[config.mk]
export PLATFORM = sky130hd
export DESIGN_NAME = btw_ctrl
export DESIGN_NICKNAME = d
export VERILOG_FILES = /design/src/hw/rtl/btw_pkg.sv /design/src/hw/rtl/btw_ctrl.sv
export SDC_FILE = /design/constraint.sdc
export NUM_CORES = 1
export LEC_CHECK = 0
export ABC_AREA = 1
export BUFFER_PORTS_ARGS = -buffer_cell sky130_fd_sc_hd__buf_4
export CAP_MARGIN = 30
export CORE_AREA = 4 4 41 43
export CTS_CLUSTER_DIAMETER = 80
export DETAILED_ROUTE_END_ITERATION = 8
export DIE_AREA = 0 0 45 47
export PLACE_DENSITY = 0.68
export SETUP_SLACK_MARGIN = 0.15
export SYNTH_ARGS = -nofsm -noshare
export SYNTH_HDL_FRONTEND = slang
export SYNTH_SLANG_ARGS = --single-unit
[constraint.sdc]
create_clock -name clock -period 3.95 [get_ports clock]
set_input_delay 1.185 -clock clock [delete_from_list [all_inputs] [get_ports clock]]
set_output_delay 1.185 -clock clock [all_outputs]
set_load 0.01 [all_outputs]
[src/hw/rtl/btw_pkg.sv]
// Shared constants, codes and types of the bencode token writer.
package btw_pkg;

   // Byte position counter width and the width used to compare it with capacity.
   localparam int POS_W = 32;
   localparam int CMP_W = (POS_W > 32) ? POS_W : 32;

   // A 32-bit magnitude has at most ten decimal digits.
   localparam int DIGITS_MAX = 10;
   localparam int CNT_W      = $clog2(DIGITS_MAX + 1);

   // Fixed-point reciprocal of ten: q = (x * RECIP10) >> RECIP_SHIFT for any 32-bit x.
   localparam logic [31:0] RECIP10     = 32'hCCCC_CCCD;
   localparam int          RECIP_SHIFT = 35;

   // Request codes.
   localparam logic [2:0] REQ_LIST = 3'd0;
   localparam logic [2:0] REQ_DICT = 3'd1;
   localparam logic [2:0] REQ_END  = 3'd2;
   localparam logic [2:0] REQ_INT  = 3'd3;
   localparam logic [2:0] REQ_HDR  = 3'd4;
   localparam logic [2:0] REQ_BYTE = 3'd5;

   // Register indexes.
   localparam logic CSR_TARGET_MODE = 1'b0;
   localparam logic CSR_CAPACITY    = 1'b1;

   localparam logic [31:0] CAPACITY_RESET = 32'd4096;

   // Literal bytes of the encoding.
   localparam logic [7:0] CH_I     = 8'h69;
   localparam logic [7:0] CH_E     = 8'h65;
   localparam logic [7:0] CH_L     = 8'h6C;
   localparam logic [7:0] CH_D     = 8'h64;
   localparam logic [7:0] CH_COLON = 8'h3A;
   localparam logic [7:0] CH_MINUS = 8'h2D;
   localparam logic [7:0] CH_ZERO  = 8'h30;

   typedef enum logic [2:0] {
      ST_IDLE,
      ST_CONV,
      ST_SIGN,
      ST_DIGITS,
      ST_TAIL
   } btw_state_type;

   typedef enum logic [1:0] {
      SRC_LIT,
      SRC_DATA,
      SRC_DIGIT
   } btw_src_type;

   typedef struct packed {
      logic        load_int;
      logic        load_len;
      logic        conv_step;
      logic        emit;
      btw_src_type src;
      logic [7:0]  lit;
      logic        last;
   } btw_cmd_type;

   typedef struct packed {
      logic out_free;
      logic full;
      logic neg;
      logic conv_done;
      logic more;
   } btw_stat_type;

endpackage

[src/hw/rtl/btw_ctrl.sv]
// Request sequencer of the bencode token writer.
module btw_ctrl (
   input  logic                  clock,
   input  logic                  reset,
   input  logic                  req_tvalid,
   output logic                  req_tready,
   input  logic [2:0]            req_kind,
   input  btw_pkg::btw_stat_type stat,
   output btw_pkg::btw_cmd_type  cmd
);
   import btw_pkg::*;

   btw_state_type state_ff, state_in;
   logic          is_int_ff, is_int_in;

   always_ff @(posedge clock) begin
      if (reset) begin
         state_ff  <= ST_IDLE;
         is_int_ff <= 1'b0;
      end else begin
         state_ff  <= state_in;
         is_int_ff <= is_int_in;
      end
   end

   always_comb begin
      state_in   = state_ff;
      is_int_in  = is_int_ff;
      req_tready = 1'b0;
      cmd        = '0;
      cmd.src    = SRC_LIT;
      case (state_ff)
         ST_IDLE: begin
            req_tready = stat.out_free;
            if (req_tvalid && stat.out_free) begin
               case (req_kind)
                  REQ_LIST: begin
                     cmd.emit = 1'b1;
                     cmd.lit  = CH_L;
                     cmd.last = 1'b1;
                  end
                  REQ_DICT: begin
                     cmd.emit = 1'b1;
                     cmd.lit  = CH_D;
                     cmd.last = 1'b1;
                  end
                  REQ_END: begin
                     cmd.emit = 1'b1;
                     cmd.lit  = CH_E;
                     cmd.last = 1'b1;
                  end
                  REQ_BYTE: begin
                     cmd.emit = 1'b1;
                     cmd.src  = SRC_DATA;
                     cmd.last = 1'b1;
                  end
                  REQ_INT: begin
                     cmd.emit     = 1'b1;
                     cmd.lit      = CH_I;
                     cmd.load_int = 1'b1;
                     is_int_in    = 1'b1;
                     if (!stat.full) begin
                        state_in = ST_CONV;
                     end
                  end
                  REQ_HDR: begin
                     cmd.load_len = 1'b1;
                     is_int_in    = 1'b0;
                     state_in     = ST_CONV;
                  end
                  default: begin
                  end
               endcase
            end
         end
         ST_CONV: begin
            cmd.conv_step = 1'b1;
            if (stat.conv_done) begin
               state_in = (is_int_ff && stat.neg) ? ST_SIGN : ST_DIGITS;
            end
         end
         ST_SIGN: begin
            if (stat.out_free) begin
               cmd.emit = 1'b1;
               cmd.lit  = CH_MINUS;
               state_in = stat.full ? ST_IDLE : ST_DIGITS;
            end
         end
         ST_DIGITS: begin
            if (stat.out_free) begin
               cmd.emit = 1'b1;
               cmd.src  = SRC_DIGIT;
               if (stat.full) begin
                  state_in = ST_IDLE;
               end else if (!stat.more) begin
                  state_in = ST_TAIL;
               end
            end
         end
         ST_TAIL: begin
            if (stat.out_free) begin
               cmd.emit = 1'b1;
               cmd.lit  = is_int_ff ? CH_E : CH_COLON;
               cmd.last = 1'b1;
               state_in = ST_IDLE;
            end
         end
         default: begin
            state_in = ST_IDLE;
         end
      endcase
   end

endmodule

Word-level counts from Yosys, hierarchy flattened --
Cells that the tools add are included.
Cells by class: eq/ne operators 17, multiplexer cells 33, reduce and logical (&&, ||, !) cells 10
Operators with widths (count):
- 7-bit one-hot mux with 4 select lines | 1
- 3-bit 2-to-1 mux | 9
- 8-bit one-hot mux with 3 select lines | 1
- 3-bit one-hot mux with 5 select lines | 1
- 3-bit by 2-bit equality test with 1-bit output (second input constant) | 4
- 12-bit 2-to-1 mux | 1
- 2-bit inequality test (second input constant) | 5
- 3-bit equality test (second input constant) | 3
- 1-bit 2-to-1 mux | 9
- 8-bit 2-to-1 mux | 1
- 8-bit AND reduction | 1
- 7-bit 2-to-1 mux | 1
- 3-bit by 1-bit equality test with 1-bit output (second input constant) | 2
- 3-bit logical NOT | 2
- 2-bit 2-to-1 mux | 3
- 6-bit 2-to-1 mux | 1
- 3-bit inequality test (second input constant) | 2
- 3-bit one-hot mux with 2 select lines | 1
- 5-bit OR reduction | 1
- 1-bit one-hot mux with 2 select lines | 2
- 2-bit one-hot mux with 2 select lines | 1
- 4-bit OR reduction | 1
- 3-bit by 1-bit inequality test with 1-bit output (second input constant) | 1
- 1-bit one-hot mux with 3 select lines | 1
- 4 further kinds | 5
Word-level totals: bits in registers 4, word-level logic and storage cells 62

Longest topological paths before layout --
word-level depth 5, mapped depth 7

Least setup slack after synthesis --
OpenSTA, ideal clock, no wires.
path type input port to output port, from input port stat[4] (netlist bit), to output port cmd[4] (netlist bit), arrival time 1855 ps, required time 2765 ps, slack 910 ps, cell stages on the path 6, buffers on the path 0, cell sequence inv_1 > nor2_4 > nand2_2 > clkinv_2 > nand2_2 > o21bai_1
RTL lines:
- start, declared | line btw_ctrl.sv:8 | input btw_pkg::btw_stat_type stat,
- end, declared | line btw_ctrl.sv:9 | output btw_pkg::btw_cmd_type cmd

==> metrics.txt <==
status completed; 1st-pass router iterations 4; hold path cells 2; crit path to cmd[6]; TNS Setup 0 ps; initial DRC count 6; dpl cells 132; CORE AREA 0.00130 mm²; post-CTS resize count 0; I/O pins 27; ANT cells 0; Final HPWL DP 1210 µm; Area contributors post-synth nand2_1 (19%), dfxtp_1 (16%), inv_1 (13%), nand3_1 (9.1%), nor2_1 (7.6%); CP Class input pin to output port; worst vdd ir 0.173 mV; worst reg2reg endpoint state_ff[1]; Post-synth EDFFs 0; initial antenna violation count 0; CTS Buf Count 3; total power 0.000132 W; final hold vios 0; final std cells w/o fill 135; pin count of the biggest net entering global routing 8; CP Data Required Time 2760 ps; TritonCTS clock tree done; GPL Wtd Cong 0.892; RSZ-0062 raised after global routing false; Commonest cells post-synth nand2_1 (25), inv_1 (17), nor2_1 (10), nand3_1 (9), a21oi_1 (5); initial core utilization 37.9%; Final setup viols 0; clk buf depth 2; Final nets 133; ys flop type dfxtp_1; Clock Sinks 4; Async SR Flop Fraction 0%; Mapped Nets 105; Vias 634; Yosys cell types 18; Cells after Synth 94; Ys Warns 0; Post-route DRC 0; first-pass GRT wire length 2260 µm; die area 0.00212 mm²; count of final max-slew check failures 0; Fmax 310 MHz; R2R Setup Slk 2710 ps; vias in the first global route 584; Leak Pwr 0.419 nW; cell taking the most area after synthesis nand2_1; CP Launch Point stat[4]; WHS 543 ps; number of max-cap violations 0; area share of the largest cell type after synthesis 19.0%; Clock Root Buffer clkbuf_4; PortBufs 25; proportion of layout cells with a drive suffix above 1 30.8%; CTS clk-pin slew, worst paths 30 ps; fin crit period 3230 ps; CP endpoint kind output port; pwr dens 186 mW/mm²; Reg2Reg Depth 6; mapped cell area 493 µm²; count leader, synth nand2_1; RR Startpoint state_ff[1]; Post-CTS Setup Repair Bufs 0; DIE HEIGHT 47 µm; Routed Antenna Nets 0; CTS Hold Buffers Added 0; routed vias/inst 4.70; cell row count 13; Arr. time, crit path 2040 ps; Total Routing Usage GR 14.5%; Max Fanout on Critical Path 5; Remaining Overflow, GRT 0; Clock Latency Late Sink 230 ps; CP startpoint kind input pin; sequential cell area fraction in the yosys report 16.2%; post-synthesis register bit count 4; htree depth 1; DRT Wirelength 1360 µm; final worst-path cycle share 81.7%; Die Width 45 µm; WL per Instance 10.1 µm; syn_area_per_cell 5.24 µm²; synth-to-layout area growth 43.4%; HP Class flop to flop; Setup Skew 3.88 ps
==> worst max-delay path, cell delays in order <==
cell	delay, ps
buf_4	120
inv_1	160
nor2_4	60
nand2_2	90
clkinv_2	90
nand2_2	100
nand3_1	90
buf_4	150
==> power by group <==
group	leakage (nW)	switching, W	internal (W)
Sequential	0.0323	0.00000108	0.0000414
Clock	0.0138	0.0000153	0.0000339
Combinational	0.372	0.0000216	0.0000182
Total	0.419	0.0000381	0.0000935
==> placed cells by master (no fill, tap or decap) <==
master	synthesis	routed
nand4_1	2	2
nor2_1	10	10
clkinv_2	1	1
nand3_2	1	1
conb_1	1	1
nor2_4	1	1
o21ai_0	4	4
a21oi_1	5	5
o21ai_1	3	3
buf_4	2	25
nor3_1	2	2
inv_1	17	17
nand2_1	25	25
nor2_2	3	3
dfxtp_1	4	4
nand2_2	3	3
clkbuf_4	0	3
nand3_1	9	9
o21bai_1	1	1
==> cells by family (layout without fill, tap and decap cells) <==
group                  Yosys count  after routing  share of synthesized area (%)
AO/OA/AOI/OAI                   13             13                           13.7
buffers and inverters           20             46                           17.0
flip-flops                       4              4                           16.2
other                            1              1                          0.761
AND/OR/NAND/NOR                 56             56                           52.3
==> metrics by stage <==
stage	cell area, µm²	setup slack (ps)	util (%)
after floorplan	493	910	-
final	707	723	54.3
after global routing	707	610	54.3
after detailed placement	684	718	52.6
after CTS	707	717	54.3
after global placement	684	727	52.6
==> layout make-up <==
type / count / area [µm²]
clock buffer: 3 / 22.5
fill: 150 / 594
inverter: 18 / 68.8
multi-input combinational: 70 / 329
sequential: 4 / 80.1
tap: 15 / 18.8
timing repair buffer: 25 / 188
==> registers in the layout (all words and copies together), names as in the netlist <==
signal	count
is_int_ff	1
state_ff	3
==> worst min path at each step <==
stage	from	to	slack, ps
floorplan	is_int_ff	is_int_ff	480
finish	state_ff[0]	state_ff[0]	540
CTS	state_ff[1]	state_ff[1]	540
global route	state_ff[1]	state_ff[1]	560
detailed placement	state_ff[1]	state_ff[1]	530
global placement	state_ff[1]	state_ff[1]	530
==> metal layers <==
layer,vias to the layer above,routed length (µm),track usage [%]
li1,343,-,-
met1,267,560,15.2
met2,24,662,26.8
met3,0,141,5.36
met4,0,0,4.09
met5,-,0,0
Note: power is estimated with default switching activity, not from simulation.
